## config.mk

```make
export PLATFORM = sky130hd
export DESIGN_NAME = rocket_flight_mode_sequencer
export DESIGN_NICKNAME = d
export VERILOG_FILES = /design/src/hdl/rfms_pkg.sv /design/src/hdl/rocket_flight_mode_sequencer.sv
export SDC_FILE = /design/constraint.sdc
export NUM_CORES = 1
export LEC_CHECK = 0
export ABC_CLOCK_PERIOD_IN_PS = 6000
export BUFFER_PORTS_ARGS = -buffer_cell sky130_fd_sc_hd__buf_4
export CAP_MARGIN = 20
export CORE_AREA = 2 2 147 149
export CTS_BUF_LIST = sky130_fd_sc_hd__clkbuf_4 sky130_fd_sc_hd__clkbuf_8 sky130_fd_sc_hd__clkbuf_16
export DETAILED_ROUTE_END_ITERATION = 7
export DIE_AREA = 0 0 149 151
export GPL_ROUTABILITY_DRIVEN = 0
export PLACE_DENSITY = 0.8
export SYNTH_ARGS = -nofsm -noshare
export SYNTH_HDL_FRONTEND = slang
export SYNTH_SLANG_ARGS = --single-unit
```

## constraint.sdc

```tcl
create_clock -name i_clk -period 6 [get_ports i_clk]
set_input_delay 0.6 -clock i_clk [delete_from_list [all_inputs] [get_ports i_clk]]
set_output_delay 0.6 -clock i_clk [all_outputs]
set_load 0.01 [all_outputs]
```

## src/hdl/rfms_pkg.sv

```systemverilog
// Package with the mode, event and register codes and the reset values of the sequencer.
package rfms_pkg;

    typedef enum logic [3:0] {
        MODE_STANDBY    = 4'd0,
        MODE_READY      = 4'd1,
        MODE_POWERED    = 4'd2,
        MODE_FREE_CLIMB = 4'd3,
        MODE_DESCENT    = 4'd4,
        MODE_DROGUE     = 4'd5,
        MODE_MAIN       = 4'd6,
        MODE_LANDED     = 4'd7,
        MODE_SHUTDOWN   = 4'd8
    } t_mode;

    typedef enum logic [3:0] {
        EV_NONE     = 4'd0,
        EV_WAKEUP   = 4'd1,
        EV_IGNITION = 4'd2,
        EV_BURNOUT  = 4'd3,
        EV_APOGEE   = 4'd4,
        EV_SEP1     = 4'd5,
        EV_SEP2     = 4'd6,
        EV_LAND     = 4'd7,
        EV_SHUTDOWN = 4'd8
    } t_event;

    typedef enum logic [2:0] {
        REG_BURNOUT_MIN   = 3'd0,
        REG_SEP1          = 3'd1,
        REG_SEP2          = 3'd2,
        REG_LANDING       = 3'd3,
        REG_SHUTDOWN_DLY  = 3'd4,
        REG_MAIN_ALTITUDE = 3'd5
    } t_reg_idx;

    localparam int TIME_W  = 20;
    localparam int ALT_W   = 16;
    localparam int DT_W    = 10;
    localparam int PADDR_W = 5;
    localparam int PDATA_W = 32;

    localparam logic [TIME_W-1:0] RST_BURNOUT_MIN   = 20'd2000;
    localparam logic [TIME_W-1:0] RST_SEP1          = 20'd10000;
    localparam logic [TIME_W-1:0] RST_SEP2          = 20'd15000;
    localparam logic [TIME_W-1:0] RST_LANDING       = 20'd20000;
    localparam logic [TIME_W-1:0] RST_SHUTDOWN_DLY  = 20'd5000;
    localparam logic signed [ALT_W-1:0] RST_MAIN_ALTITUDE = 16'sd1000;

endpackage

```

## src/hdl/rocket_flight_mode_sequencer.sv

```systemverilog
// Flight mode sequencer: input register, transition logic, result register and APB registers.
// A beat passes through the input register, then the result register.
// One beat per cycle unless the result stalls; the mode and timer update in the same cycle as
// the result register, so the next beat in the input register always sees the updated state.
// A stalled result holds the result register and, behind it, the input register.
// Synchronous active-low reset sets mode STANDBY, clears the timer and loads default thresholds.
module rocket_flight_mode_sequencer #(
    parameter int TIMER_BITS = 20
) (
    input  logic                               i_clk,
    input  logic                               i_rst_n,
    input  logic                               i_in_valid,
    output logic                               o_in_stall,
    input  logic [rfms_pkg::DT_W-1:0]          i_elapsed_ms,
    input  logic                               i_flight_pin,
    input  logic                               i_force_negative,
    input  logic                               i_jerk_negative,
    input  logic                               i_falling,
    input  logic signed [rfms_pkg::ALT_W-1:0]  i_altitude_dm,
    output logic                               o_out_valid,
    input  logic                               i_out_stall,
    output logic [3:0]                         o_mode,
    output logic [3:0]                         o_event_res,
    output logic [rfms_pkg::TIME_W-1:0]        o_flight_time_ms,
    input  logic                               psel,
    input  logic                               penable,
    input  logic                               pwrite,
    input  logic [rfms_pkg::PADDR_W-1:0]       paddr,
    input  logic [rfms_pkg::PDATA_W-1:0]       pwdata,
    output logic [rfms_pkg::PDATA_W-1:0]       prdata,
    output logic                               pready
);

    localparam int TW = rfms_pkg::TIME_W;
    localparam int CW = (TIMER_BITS > TW + 1) ? TIMER_BITS : TW + 1;

    logic [TW-1:0]                    r_burnout_min;
    logic [TW-1:0]                    r_sep1;
    logic [TW-1:0]                    r_sep2;
    logic [TW-1:0]                    r_landing;
    logic [TW-1:0]                    r_shutdown_dly;
    logic signed [rfms_pkg::ALT_W-1:0] r_main_alt;

    logic                             r_in_valid;
    logic [rfms_pkg::DT_W-1:0]        r_in_elapsed;
    logic                             r_in_pin;
    logic                             r_in_fneg;
    logic                             r_in_jneg;
    logic                             r_in_fall;
    logic signed [rfms_pkg::ALT_W-1:0] r_in_alt;

    rfms_pkg::t_mode                  r_mode;
    rfms_pkg::t_mode                  n_mode;
    logic [TIMER_BITS-1:0]            r_timer;
    logic [TIMER_BITS-1:0]            n_timer;
    rfms_pkg::t_event                 n_event;

    logic                             r_out_valid;
    rfms_pkg::t_mode                  r_out_mode;
    rfms_pkg::t_event                 r_out_event;
    logic [TW-1:0]                    r_out_time;
    logic [TW-1:0]                    n_out_time;

    logic                             out_free;
    logic                             advance;
    logic                             cfg_wr;
    rfms_pkg::t_reg_idx               cfg_idx;
    logic [TIMER_BITS:0]              timer_sum;
    logic [TIMER_BITS-1:0]            timer_sat;
    logic [CW-1:0]                    t_cmp;
    logic [CW-1:0]                    t_new_ext;
    logic [CW-1:0]                    shutdown_at;

    assign out_free   = !r_out_valid || !i_out_stall;
    assign advance    = r_in_valid && out_free;
    assign o_in_stall = r_in_valid && !out_free;
    assign pready     = 1'b1;
    assign cfg_wr     = psel && penable && pwrite && pready;
    assign cfg_idx    = rfms_pkg::t_reg_idx'(paddr[4:2]);

    always_ff @(posedge i_clk) begin
        if (!i_rst_n) begin
            r_burnout_min  <= rfms_pkg::RST_BURNOUT_MIN;
            r_sep1         <= rfms_pkg::RST_SEP1;
            r_sep2         <= rfms_pkg::RST_SEP2;
            r_landing      <= rfms_pkg::RST_LANDING;
            r_shutdown_dly <= rfms_pkg::RST_SHUTDOWN_DLY;
            r_main_alt     <= rfms_pkg::RST_MAIN_ALTITUDE;
        end else if (cfg_wr) begin
            unique case (cfg_idx)
                rfms_pkg::REG_BURNOUT_MIN:   r_burnout_min  <= pwdata[TW-1:0];
                rfms_pkg::REG_SEP1:          r_sep1         <= pwdata[TW-1:0];
                rfms_pkg::REG_SEP2:          r_sep2         <= pwdata[TW-1:0];
                rfms_pkg::REG_LANDING:       r_landing      <= pwdata[TW-1:0];
                rfms_pkg::REG_SHUTDOWN_DLY:  r_shutdown_dly <= pwdata[TW-1:0];
                rfms_pkg::REG_MAIN_ALTITUDE: r_main_alt     <= pwdata[rfms_pkg::ALT_W-1:0];
                default: ;
            endcase
        end
    end

    always_comb begin
        unique case (cfg_idx)
            rfms_pkg::REG_BURNOUT_MIN:   prdata = rfms_pkg::PDATA_W'(r_burnout_min);
            rfms_pkg::REG_SEP1:          prdata = rfms_pkg::PDATA_W'(r_sep1);
            rfms_pkg::REG_SEP2:          prdata = rfms_pkg::PDATA_W'(r_sep2);
            rfms_pkg::REG_LANDING:       prdata = rfms_pkg::PDATA_W'(r_landing);
            rfms_pkg::REG_SHUTDOWN_DLY:  prdata = rfms_pkg::PDATA_W'(r_shutdown_dly);
            rfms_pkg::REG_MAIN_ALTITUDE: prdata = rfms_pkg::PDATA_W'(r_main_alt);
            default:                     prdata = '0;
        endcase
    end

    always_ff @(posedge i_clk) begin
        if (!i_rst_n) begin
            r_in_valid <= 1'b0;
        end else if (!o_in_stall) begin
            r_in_valid <= i_in_valid;
        end
    end

    always_ff @(posedge i_clk) begin
        if (!o_in_stall && i_in_valid) begin
            r_in_elapsed <= i_elapsed_ms;
            r_in_pin     <= i_flight_pin;
            r_in_fneg    <= i_force_negative;
            r_in_jneg    <= i_jerk_negative;
            r_in_fall    <= i_falling;
            r_in_alt     <= i_altitude_dm;
        end
    end

    assign timer_sum   = {1'b0, r_timer} + (TIMER_BITS + 1)'(r_in_elapsed);
    assign timer_sat   = timer_sum[TIMER_BITS] ? '1 : timer_sum[TIMER_BITS-1:0];
    assign t_cmp       = CW'(timer_sat);
    assign shutdown_at = CW'(r_landing) + CW'(r_shutdown_dly);

    always_comb begin
        n_mode  = r_mode;
        n_event = rfms_pkg::EV_NONE;
        n_timer = timer_sat;
        unique case (r_mode)
            rfms_pkg::MODE_STANDBY: begin
                if (r_in_pin) begin
                    n_mode  = rfms_pkg::MODE_READY;
                    n_event = rfms_pkg::EV_WAKEUP;
                end
            end
            rfms_pkg::MODE_READY: begin
                if (r_in_pin) begin
                    n_mode  = rfms_pkg::MODE_POWERED;
                    n_event = rfms_pkg::EV_IGNITION;
                    n_timer = '0;
                end
            end
            rfms_pkg::MODE_POWERED: begin
                if (t_cmp >= CW'(r_burnout_min) && r_in_fneg && r_in_jneg) begin
                    n_mode  = rfms_pkg::MODE_FREE_CLIMB;
                    n_event = rfms_pkg::EV_BURNOUT;
                end
            end
            rfms_pkg::MODE_FREE_CLIMB: begin
                if (r_in_fall) begin
                    n_mode  = rfms_pkg::MODE_DESCENT;
                    n_event = rfms_pkg::EV_APOGEE;
                end
            end
            rfms_pkg::MODE_DESCENT: begin
                if (t_cmp >= CW'(r_sep1)) begin
                    n_mode  = rfms_pkg::MODE_DROGUE;
                    n_event = rfms_pkg::EV_SEP1;
                end
            end
            rfms_pkg::MODE_DROGUE: begin
                if (t_cmp >= CW'(r_sep2) && r_in_alt < r_main_alt) begin
                    n_mode  = rfms_pkg::MODE_MAIN;
                    n_event = rfms_pkg::EV_SEP2;
                end
            end
            rfms_pkg::MODE_MAIN: begin
                if (t_cmp >= CW'(r_landing)) begin
                    n_mode  = rfms_pkg::MODE_LANDED;
                    n_event = rfms_pkg::EV_LAND;
                end
            end
            rfms_pkg::MODE_LANDED: begin
                if (t_cmp >= shutdown_at) begin
                    n_mode  = rfms_pkg::MODE_SHUTDOWN;
                    n_event = rfms_pkg::EV_SHUTDOWN;
                end
            end
            default: ;
        endcase
    end

    assign t_new_ext  = CW'(n_timer);
    assign n_out_time = (|t_new_ext[CW-1:TW]) ? '1 : t_new_ext[TW-1:0];

    always_ff @(posedge i_clk) begin
        if (!i_rst_n) begin
            r_mode  <= rfms_pkg::MODE_STANDBY;
            r_timer <= '0;
        end else if (advance) begin
            r_mode  <= n_mode;
            r_timer <= n_timer;
        end
    end

    always_ff @(posedge i_clk) begin
        if (!i_rst_n) begin
            r_out_valid <= 1'b0;
        end else if (out_free) begin
            r_out_valid <= r_in_valid;
        end
    end

    always_ff @(posedge i_clk) begin
        if (advance) begin
            r_out_mode  <= n_mode;
            r_out_event <= n_event;
            r_out_time  <= n_out_time;
        end
    end

    assign o_out_valid      = r_out_valid;
    assign o_mode           = r_out_mode;
    assign o_event_res      = r_out_event;
    assign o_flight_time_ms = r_out_time;

endmodule
```

Word-level counts from Yosys, hierarchy flattened
Cells that the tools add are included.
- flip-flop bits (word level): 200
- latch bits: 0
- RAM bits: 0
- ROM bits: 0
- input port bits: 74
- output and inout bits: 63
- logic and storage cells: 82
- memories kept: 0
- $add $sub $neg: 2
- multiply operators: 0
- divide/modulo/power cells: 0
- magnitude comparators: 6
- eq/ne operators: 12
- shift operators: 0
- multiplexer cells: 22
- bitwise logic cells: 0
- reductions and logical operators: 21
- operators by type and width (cell ; count):
    case mux 32 bit (6 select lines) ; 1
    greater-or-equal comparator 20 bit ; 4
    case mux 4 bit (8 select lines) ; 2
    2-to-1 mux 20 bit ; 3
    2-to-1 mux 4 bit ; 9
    adder 20 x 10 -> 21 bit ; 1
    adder 20 x 20 -> 21 bit ; 1
    greater-or-equal comparator 20 x 21 -> 1 bit ; 1
    equality test 4 x 3 -> 1 bit, second input constant ; 4
    less-than comparator 16 bit ; 1
    2-to-1 mux 3 bit ; 4
    AND reduction 2 bit ; 6
    equality test 4 x 2 -> 1 bit, second input constant ; 2
    logical AND 1 bit ; 8
    equality test 3 x 2 -> 1 bit, second input constant ; 2
    equality test 3 bit, second input constant ; 2
    equality test 4 x 1 -> 1 bit, second input constant ; 1
    zero test 1 bit ; 4
    zero test 4 bit ; 1
    2-to-1 mux 2 bit ; 2
    equality test 3 x 1 -> 1 bit, second input constant ; 1
    zero test 3 bit ; 1
    logical OR 1 bit ; 1
    2-to-1 mux 1 bit ; 1

Depth between registers and ports, before layout
Gate-level depths: netlist of run 1.
- word-level depth: 7
- depth in mapped cells: 20
- depth with buffers taken out: 20

Worst setup path after synthesis of run 1
Ideal clock, no wire load.
- kind: register to register
- start point: reg r_in_elapsed[0] (netlist bit)
- end point: reg r_out_mode[0] (netlist: o_mode[0]) (data pin)
- library setup time: 129 ps
- data arrival time: 4618 ps
- data required time: 5871 ps
- path slack: 1253 ps
- stages on the path, launching flop included: 21
- path buffers: 3
- period minus slack after synthesis: 4747 ps
- cells stage by stage: edfxtp_1 > ha_1 > fa_1 > a211oi_2 > o211ai_2 > a31oi_1 > or3_1 > buf_2 > buf_2 > buf_2 > nand2_1 > ha_1 > nand4_1 > or4b_1 > o41a_1 > nand4_1 > nand4b_1 > a31oi_1 > a211oi_2 > o211ai_1 > or2_1
- word-level cells in the longest chain between the ends: 7
- elaborated cells on any way between the ends: 16
- classes of those cells: add/sub: 1; order compare: 5; mux: 7; reduce/logical: 3
- ends and longest elaborated chain (what ; RTL line ; source):
    start: declaration ; rocket_flight_mode_sequencer.sv:45 ; logic [rfms_pkg::DT_W-1:0] r_in_elapsed;
    start signal: assignment ; rocket_flight_mode_sequencer.sv:124 ; r_in_elapsed <= i_elapsed_ms;
    adder 20 x 10 -> 21 bit (*) ; rocket_flight_mode_sequencer.sv:133 ; assign timer_sum = {1'b0, r_timer} + (TIMER_BITS + 1)'(r_in_elapsed);
    2-to-1 mux 20 bit (*) ; rocket_flight_mode_sequencer.sv:134 ; assign timer_sat = timer_sum[TIMER_BITS] ? '1 : timer_sum[TIMER_BITS-1:0];
    greater-or-equal comparator 20 bit ; rocket_flight_mode_sequencer.sv:157 ; if (t_cmp >= CW'(r_burnout_min) && r_in_fneg && r_in_jneg) begin
    logical AND 1 bit (2 in series) ; rocket_flight_mode_sequencer.sv:157 ;
    2-to-1 mux 4 bit ; rocket_flight_mode_sequencer.sv:157 ;
    case mux 4 bit (8 select lines) (*) ; rocket_flight_mode_sequencer.sv:142 ; unique case (r_mode)
    net n_mode[0] ; rocket_flight_mode_sequencer.sv:53 ; rfms_pkg::t_mode n_mode;
    end signal: assignment ; rocket_flight_mode_sequencer.sv:219 ; r_out_mode <= n_mode;
    end: declaration ; rocket_flight_mode_sequencer.sv:59 ; rfms_pkg::t_mode r_out_mode;
The timed path passes the listed nets; every way through them passes the cells marked *.
A chain may end at the register's enable or synchronous reset.

Final worst setup path of run 1
Same ends and word-level chain as after synthesis.

==> results of run 1 <==
[state kept, by name, summed over array words and instances, names as in the netlist]
register          flops
o_mode                4
o_event_res           4
r_in_fall             1
r_in_valid            1
r_in_fneg             1
r_in_alt             16
r_burnout_min        20
r_in_elapsed         10
r_timer              20
r_landing            20
r_mode                4
r_in_pin              1
r_shutdown_dly       20
r_sep2               20
o_out_valid           1
r_sep1               20
r_main_alt           16
o_flight_time_ms     20
r_in_jneg             1
[cells in the final DEF, fill, tap and decap left out, types with 9 or more instances in the layout]
| cell | instances |
|---|---|
| o21a_1 | 12 |
| edfxtp_1 | 58 |
| a22oi_1 | 55 |
| a21oi_1 | 64 |
| ha_1 | 141 |
| nor2_1 | 44 |
| o21ai_1 | 10 |
| nand4_1 | 26 |
| nand2b_1 | 10 |
| and2_1 | 12 |
| a21o_1 | 29 |
| o21ai_0 | 19 |
| dfxtp_1 | 142 |
| nor3_1 | 9 |
| buf_4 | 139 |
| xor2_1 | 19 |
| clkbuf_16 | 18 |
| a21boi_1 | 9 |
| nor2b_1 | 12 |
| nand3_1 | 42 |
| o211ai_1 | 40 |
| nand2_1 | 289 |
| inv_1 | 110 |
| a21boi_0 | 85 |
| xnor2_1 | 12 |
| a211oi_1 | 12 |
[through the flow]
step	setup WS (ns)	cell area [um^2]	power (uW)	hold slack [ns]
after global placement	0.5737	13440	1917	0.4440
after detailed placement	0.4697	13460	1930	0.4500
final	0.4523	14090	3089	0.3136
after floorplan	1.253	12360	1756	0.4388
after CTS	0.4273	14050	3085	0.3105
after global routing	0.09929	14080	3184	0.3112
[final timing paths]
check / startpoint / to / slack, ns / cells past startpoint
worst min-delay path: i_elapsed_ms[2] / r_in_elapsed[2]$_DFFE_PP_ / 0.31 / 1
worst max register to register: r_in_elapsed[0]$_DFFE_PP_ / o_mode[0]$_DFFE_PP_ / 0.45 / 19
worst max-delay path: r_in_elapsed[0]$_DFFE_PP_ / o_mode[0]$_DFFE_PP_ / 0.45 / 19
worst min register to register: r_timer[2]$_SDFFE_PN0P_ / r_timer[2]$_SDFFE_PN0P_ / 0.46 / 2
[cell families (layout without fill, tap and decap cells)]
group / Yosys count / in the layout
and+or+nand+nor: 480 / 480
AOI/OAI and AO/OA: 383 / 383
DFF: 200 / 200
buffers and inverters: 186 / 283
adders and majority gates: 143 / 143
xor gates and xnor gates: 32 / 32
muxes: 4 / 4
other: 1 / 2
[cell type report]
| type | instances | area share, % |
|---|---|---|
| Antenna cell | 1 | 0.01777 |
| Clock buffer | 21 | 3.446 |
| Clock inverter | 11 | 0.7639 |
| Inverter | 110 | 2.931 |
| Multi-Input combinational cell | 1043 | 50.14 |
| Sequential cell | 200 | 32.55 |
| Tap cell | 275 | 2.443 |
| Timing Repair Buffer | 141 | 7.710 |
[worst reg2reg max path, cell delays in order (launching register included)]
cell and delay, ns:
edfxtp_1 0.38, ha_1 0.25, fa_1 0.45, a211oi_2 0.34
o211ai_2 0.20, a31oi_2 0.33, nor2_1 0.12, nand4_1 0.13
mux2i_1 0.46, inv_1 0.26, ha_1 0.34, nand4_1 0.18
or4b_1 0.62, o41a_1 0.37, nand4_1 0.10, nand4b_1 0.19
a31oi_1 0.30, a211oi_2 0.12, o211ai_1 0.13, or2_1 0.14
[power groups by stage]
stage          registers [uW]  clock network, uW  logic [uW]
2_1_floorplan            1480                  0         274
3_3_place_gp             1480                  0         437
3_5_place_dp             1480                  0         449
4_1_cts                  1450               1180         453
5_1_grt                  1450               1230         504
6_report                 1450               1180         462
[metal layers]
metal  vias up  routed length [um]  track usage (%)
li1       5224                   -                -
met3       117                2960            6.416
met5         -                   0                0
met1      5194               14550            40.77
met2       574               16070            50.44
met4         0                1754            18.33
[repair_timing]
item,4_1_cts,5_1_grt
endpoints found under the hold margin,0,0
endpoints found under the setup margin,0,1
gates resized for setup,0,1
==> impl_metrics.tcl, run 1 <==
set metrics [dict create \
    p_clk_share_pct 38.1 \
    synthAdderAreaFrac_pct 14.59 \
    synthTopCellsByCount "289 x nand2_1, 142 x dfxtp_1, 141 x ha_1" \
    dp.cells 1768 \
    path_class "flop to flop" \
    fin_crit_sh_pct 92.46 \
    worst_path_most_repeated_cell "nand4_1" \
    cpPeakStageDelay_ns 0.62 \
    cts_tree "yes" \
    fillCellCount 1762 \
    finalSetupViolCount 0 \
    antenna_found_initial 1 \
    synthXorXnorAreaFrac_pct 2.419 \
    netSwitchingPower_uw 838.5 \
    power.internal_uw 2251 \
    maxSlewViolCount 0 \
    ios 137 \
    slowest_stage "or4b_1" \
    synth_area_leaders "dfxtp_1 23%, ha_1 14%, edfxtp_1 14%" \
    globalRouteOverflowTotal 0 \
    timing.fmax_mhz 180.3 \
    die_x_um 149 \
    netlist_instances 1429 \
    clk_pin_slew_ns 0.07 \
    worst_ep_arrival_time_ns 5.87 \
    drive_gt1_share_pct 12.78 \
    fin_cells 1802 \
    synthArstFlopShare_pct 0 \
    ys.flop_type "dfxtp_1" \
    cts.sinks 200 \
    rsz0062_at_grt "false" \
    worstSetupStartpointType "flop" \
    synth_edf_count 58 \
    grt_first_pass_wirelength_um 55320 \
    max_slew.worst_pin.slew_ns 1.228 \
    leakage_uw 0.006018 \
    regArea_mm2 0.004584 \
    critPathTopFamily "compound AO/OA/AOI/OAI gates" \
    post-route-util_pct 67.65 \
    comb_power_share_pct 15.0 \
    drt-wirelength-per-cell_um 19.61 \
    yosysTopAreaCell "dfxtp_1" \
    synth-compound-area-share_pct 21.97 \
    wl_um 35330 \
    yosys_warnings 0 \
    outcome "completed" \
    synthesis.area_mm2 0.01236 \
    holdCritPathClass "input pin to flop" \
    dieArea_mm2 0.02250 \
    drt_iter0_drc 984 \
    crit_buf_inv 1 \
    initial_utilization_pct 59.38 \
    area_growth_pct 13.92 \
    synth.avg_cell_area_um2 8.652 \
    portBuffers 121 \
    hpwlAfterDp_um 25320 \
    die_h_um 151 \
    ys_seq_elements 200 \
    setup_tns_ns 0 \
    p_seq_share_pct 47.0 \
    yosysMostFrequentCell "nand2_1" \
    multi_input_area_mm2 0.007063 \
    grt_pass1_vias 10600 \
    vias_per_cell 6.165 \
    cts.root.buffer_cell "clkbuf_16" \
    critPathRequiredTime_ns 6.32 \
    syn-num-nets 1646 \
    via_count 11110 \
    hold_viol 0 \
    cap_violations 0 \
    ant_nets 0 \
    postCtsSetupBuffers 0 \
    yosys.area.top_type_share_pct 22.99 \
    cts_hold_buffers 0 \
    synthMuxAreaShare_pct 0.3238 \
    grtUsageTotal_pct 31.89 \
    num-nets-final 1730 \
    critPathCaptureType "flop" \
    ys_types 69 \
    cts_htree_levels 4 \
    synthSimpleGateAreaFrac_pct 17.52 \
    core_mm2 0.02082 \
    clock_path_buffers 2 \
    swShare_pct 27.14 \
    clock_skew_ns 0.01509 \
    synth_top_family_by_area "compound AO/OA/AOI/OAI gates" \
    cts_made_buffers 17 \
    worstPathCellList "ha_1, fa_1, a211oi_2, o211ai_2, a31oi_2, nor2_1, nand4_1, mux2i_1, inv_1, ha_1, nand4_1, or4b_1, o41a_1, nand4_1, nand4b_1, a31oi_1, a211oi_2, o211ai_1, or2_1" \
    drt_pre_antenna_iters 5 \
    grt_max_degree 94 \
    max_slew_margin_pct 18.12 \
    vdd_drop_max_mv 0.1831 \
    worstPathMaxFanout 5 \
    row_count 53 \
    drc_errors 0 \
    ys_seq_area_share_pct 37.08 \
    clock_latency_ns 0.46 \
    period_minus_slack_ns 5.548 \
    powerDensity_mw_per_mm2 219.3 \
]
No activity file was read; power rests on OpenSTA's default activity.
==> run 2, diff against run 1 <==
Settings changed: CORE_AREA 2 2 147 149 to 2 2 161 163, DIE_AREA 0 0 149 151 to 0 0 163 165, PLACE_DENSITY 0.8 to 0.69.
==> run 2 against run 1 <==
Net effect:
- first-iteration DRC count rose by 9.5%
- critical path depth unchanged
- total power fell by 0.18%
- non-clock buffer count increased by 5
- clock power barely moved
- register-to-register slack better by 0.05 ns
- setup slack improved by 0.049 ns
- sequential cell count unchanged
- worst hold slack improved by 0.017 ns
- critical path type unchanged
==> impl_metrics.tcl, run 2 (synthesis gave the netlist of run 1 again) <==
set metrics [dict create \
    outcome "completed" \
    globalRouteOverflowTotal 0 \
    via_count 10890 \
    hold_viol 0 \
    cts_made_buffers 17 \
    final_cell_mix "289 x nand2_1, 144 x buf_4, 142 x dfxtp_1, 141 x ha_1, 110 x inv_1" \
    initial_utilization_pct 49.39 \
    mostFrequentLayoutCell "nand2_1" \
    max_slew_margin_pct 21.28 \
    worstPathCellList "ha_1, fa_1, a211oi_2, o211ai_2, a31oi_1, nor2_1, nand4_1, mux2i_1, inv_1, ha_1, nand4_1, or4b_1, o41a_1, nand4_1, nand4b_1, a31oi_1, a211oi_2, o211ai_1, or2_1" \
    clock_latency_ns 0.44 \
    die_h_um 165 \
    critPathTopFamily "compound AO/OA/AOI/OAI gates" \
    antenna_found_initial 1 \
    fin_ws_ns 0.5009 \
    post-route-util_pct 56.59 \
    finalSetupViolCount 0 \
    vias_per_cell 5.856 \
    cts_tree "yes" \
    grt_max_degree 80 \
    drive_gt1_share_pct 12.94 \
    multi_input_area_mm2 0.007062 \
    ant_nets 0 \
    grt_first_pass_wirelength_um 56370 \
    fillCellCount 2275 \
    fin_cells 1860 \
    drt-wirelength-per-cell_um 19.66 \
    path_class "flop to flop" \
    worst_path_most_repeated_cell "nand4_1" \
    regArea_mm2 0.004584 \
    dp_slack_ns 0.6077 \
    critPathCaptureType "flop" \
    die_x_um 163 \
    drc_errors 0 \
    cap_violations 0 \
    clock_skew_ns 0.01103 \
    period_minus_slack_ns 5.499 \
    rsz0062_at_grt "false" \
    holdCritPathClass "input pin to flop" \
    cts_htree_levels 4 \
    cts_resized 0 \
    crit_buf_inv 1 \
    vdd_drop_max_mv 0.1624 \
    grtUsageTotal_pct 27.27 \
    ios 137 \
    grt_pass1_vias 10140 \
    swShare_pct 27.97 \
    leakage_uw 0.006020 \
    power.internal_uw 2221 \
    timing.fmax_mhz 181.8 \
    dieArea_mm2 0.02690 \
    dp.cells 1828 \
    comb_power_share_pct 15.0 \
    row_count 58 \
    num-nets-final 1735 \
    p_clk_share_pct 37.9 \
    clock_path_buffers 2 \
    critPathRequiredTime_ns 6.32 \
    cts.root.buffer_cell "clkbuf_16" \
    setup_tns_ns 0 \
    cpPeakStageDelay_ns 0.63 \
    portBuffers 121 \
    area_growth_pct 14.59 \
    worstPathMaxFanout 5 \
    postCtsSetupBuffers 0 \
    powerDensity_mw_per_mm2 217.7 \
    wl_um 36560 \
    fin_crit_sh_pct 91.65 \
    max_slew.worst_pin.slew_ns 1.181 \
    cts_hold_buffers 0 \
    netSwitchingPower_uw 862.6 \
    drt_iter0_drc 1077 \
    clk_pin_slew_ns 0.08 \
    hpwlAfterDp_um 26310 \
    cts.sinks 200 \
    p_seq_share_pct 47.0 \
    core_mm2 0.02504 \
    worst_ep_arrival_time_ns 5.82 \
    slowest_stage "or4b_1" \
    worstSetupStartpointType "flop" \
    antenna_cells 0 \
    drt_pre_antenna_iters 6 \
    maxSlewViolCount 0 \
]
==> run 2: final cells by class <==
cell class	instances	share of cell area (%)
flip-flops and latches	200	32.36
multi-input cells	1043	49.84
clock inverters	12	0.9449
well taps	330	2.914
clock buffers	19	3.153
inverters	110	2.914
repair buffers	146	7.877
==> run 2: worst paths after layout <==
kind | start | end | slack, ns | cells past startpoint
max reg2reg | r_in_elapsed[0]$_DFFE_PP_ | o_mode[0]$_DFFE_PP_ | 0.50 | 19
min | i_elapsed_ms[5] | r_in_elapsed[5]$_DFFE_PP_ | 0.33 | 1
max | r_in_elapsed[0]$_DFFE_PP_ | o_mode[0]$_DFFE_PP_ | 0.50 | 19
min reg2reg | r_timer[3]$_SDFFE_PN0P_ | r_timer[3]$_SDFFE_PN0P_ | 0.46 | 2
==> run 2: power by group through the flow <==
stage	Sequential (uW)	Combinational [uW]	Clock [uW]
floorplan	1480	274	0
global placement	1480	442	0
detailed placement	1480	454	0
CTS	1450	458	1170
global route	1450	512	1220
finish	1450	464	1170
==> run 2: worst reg2reg max path, stage by stage, from the launching register on <==
cell and delay [ns]:
edfxtp_1 0.38, ha_1 0.25, fa_1 0.44, a211oi_2 0.35
o211ai_2 0.20, a31oi_1 0.33, nor2_1 0.13, nand4_1 0.13
mux2i_1 0.47, inv_1 0.26, ha_1 0.33, nand4_1 0.16
or4b_1 0.64, o41a_1 0.38, nand4_1 0.10, nand4b_1 0.15
a31oi_1 0.29, a211oi_2 0.13, o211ai_1 0.12, or2_1 0.13
==> run 2: metal layers <==
metal  part of all wire (%)  track usage (%)  up-vias
met5                      0                0        -
met4                    3.1            9.815        0
met3                    7.7            4.194       68
met2                     45            44.13      442
met1                     44            37.09     5161
li1                       -                -     5222
==> run 2: through the flow <==
| stage | instance area (um^2) | total power, uW | hold slack, ns |
|---|---|---|---|
| 3_3_place_gp | 13570 | 1923 | 0.4456 |
| 4_1_cts | 14150 | 3082 | 0.3214 |
| 5_1_grt | 14170 | 3187 | 0.3192 |
| 6_report | 14170 | 3084 | 0.3304 |
| 3_5_place_dp | 13570 | 1936 | 0.4526 |
| 2_1_floorplan | 12360 | 1756 | 0.4388 |
==> run 3, diff against run 2 <==
Settings changed: RECOVER_POWER set to 50.
==> run 3 against run 2 <==
Net effect:
- critical endpoint unchanged
- the flow now finishes with violations (capacitance limit, slew limit)
- routed wire length about the same
- highest routed layer unchanged
- first-iteration DRC count fell by 0.46%
- critical path depth unchanged
- sequential cell count did not move
==> impl_metrics.tcl, run 3 (synthesis gave the netlist of run 1 again) <==
set metrics [dict create \
    cts_htree_levels 4 \
    setup_tns_ns 0 \
    ios 137 \
    hold_depth 1 \
    hold_end "r_in_elapsed[5]$_DFFE_PP_" \
    hold_viol 0 \
    cts_hold_buffers 0 \
    rsz0062_at_grt "false" \
    die_x_um 163 \
    clock_path_buffers 2 \
    antenna_cells 0 \
    drc_errors 0 \
    worstSetupStartpointType "flop" \
    fin_crit_sh_pct 91.20 \
    maxSlewViolCount 177 \
    core_mm2 0.02504 \
    period_minus_slack_ns 5.472 \
    worstPathMaxFanout 5 \
    drive_gt1_share_pct 10.65 \
    path_class "flop to flop" \
    max_slew_margin_pct -113.7 \
    drt_pre_antenna_iters 5 \
    worst_ep_arrival_time_ns 5.79 \
    dieArea_mm2 0.02690 \
    dp.cells 1828 \
    drt-wirelength-per-cell_um 19.65 \
    total_power_uw 3072 \
    vias_per_cell 5.816 \
    num-nets-final 1735 \
    clk_pin_slew_ns 0.08 \
    reg2reg_depth 19 \
    r2r-end "o_mode[0]$_DFFE_PP_" \
    grt_max_degree 80 \
    grt_first_pass_wirelength_um 56370 \
    drt_iter0_drc 1072 \
    initial_utilization_pct 49.39 \
    mostFrequentLayoutCell "nand2_1" \
    grt_pass1_vias 10140 \
    cts_made_buffers 17 \
    row_count 58 \
    cts.sinks 200 \
    area_growth_pct 13.50 \
    regToRegSetupSlack_ns 0.53 \
    fin_cells 1860 \
    critPathRequiredTime_ns 6.31 \
    final_cell_mix "289 x nand2_1, 142 x dfxtp_1, 141 x ha_1, 110 x inv_1, 85 x a21boi_0" \
    violations "capacitance limit, slew limit" \
    cts.root.buffer_cell "clkbuf_16" \
    via_count 10820 \
    postCtsSetupBuffers 0 \
    ant_nets 0 \
    vdd_drop_max_mv 0.1611 \
    portBuffers 121 \
    cts_tree "yes" \
    antenna_found_initial 1 \
    outcome "finished with violations" \
    placed_cell_area_mm2 0.01357 \
    timing.fmax_mhz 182.7 \
    wl_um 36550 \
    holdCritPathClass "input pin to flop" \
    globalRouteOverflowTotal 0 \
    die_h_um 165 \
    clock_latency_ns 0.44 \
    clock_skew_ns 0.01013 \
    critPathCaptureType "flop" \
    max_slew.worst_pin.slew_ns 3.205 \
    cap_violations 3 \
    hpwlAfterDp_um 26310 \
    hp-start "i_elapsed_ms[5]" \
    grtUsageTotal_pct 27.27 \
    powerDensity_mw_per_mm2 218.9 \
    leakage_uw 0.005885 \
    finalSetupViolCount 0 \
    r2r-start "r_in_elapsed[0]$_DFFE_PP_" \
    cts_resized 0 \
    design_area_mm2 0.01403 \
]
## run 3: critical path, stage by stage, from the launching register on
cell and delay, ns:
edfxtp_1 0.38, ha_1 0.25, fa_1 0.44, a211oi_2 0.35
o211ai_2 0.20, a31oi_1 0.33, nor2_1 0.13, nand4_1 0.13
mux2i_1 0.47, inv_1 0.26, ha_1 0.33, nand4_1 0.16
or4b_1 0.63, o41a_1 0.38, nand4_1 0.10, nand4b_1 0.15
a31oi_1 0.28, a211oi_2 0.13, o211ai_1 0.12, or2_1 0.13
## run 3: cell type report
| class | count | area, um^2 |
|---|---|---|
| fillers | 2293 | 11000 |
| multi-input cells | 1043 | 7054 |
| repair buffers | 146 | 988.4 |
| clock buffers | 19 | 446.7 |
| inverters | 110 | 412.9 |
| flip-flops and latches | 200 | 4584 |
| clock inverters | 12 | 133.9 |
| well taps | 330 | 412.9 |
## run 3: through the flow
step,setup WS (ns),hold WS [ns],utilization [%]
detailed placement,0.6077,0.4526,54.21
finish,0.5278,0.3544,56.05
global placement,0.5890,0.4456,54.21
floorplan,1.253,0.4388,-
global route,0.1998,0.3418,56.05
CTS,0.5462,0.3214,56.53
## run 3: power breakdown
| part | leakage (uW) | total, uW | switching [uW] | internal, uW |
|---|---|---|---|---|
| registers | 0.00170 | 1450 | 19.8 | 1430 |
| logic | 0.00391 | 454 | 273 | 181 |
| clock network | 0.000273 | 1170 | 566 | 601 |
## run 3: how the worst max path moves through the flow
stage,start,endpoint,slack [ns],cells past startpoint
floorplan,r_in_elapsed[0]$_DFFE_PP_,o_mode[0]$_DFFE_PP_,1.25,20
global placement,r_in_elapsed[0]$_DFFE_PP_,o_mode[0]$_DFFE_PP_,0.59,19
detailed placement,r_in_elapsed[0]$_DFFE_PP_,o_mode[0]$_DFFE_PP_,0.61,19
CTS,r_in_elapsed[0]$_DFFE_PP_,o_mode[0]$_DFFE_PP_,0.55,19
global route,r_in_elapsed[0]$_DFFE_PP_,o_mode[0]$_DFFE_PP_,0.20,19
finish,r_in_elapsed[0]$_DFFE_PP_,o_mode[0]$_DFFE_PP_,0.53,19
## run 3: layer usage
layer	GRT usage, %	share of wire (%)	vias to the layer above
li1	-	-	5225
met1	37.09	44	5111
met2	44.13	45	421
met3	4.194	7.4	61
met4	9.815	2.9	0
met5	0	0	-
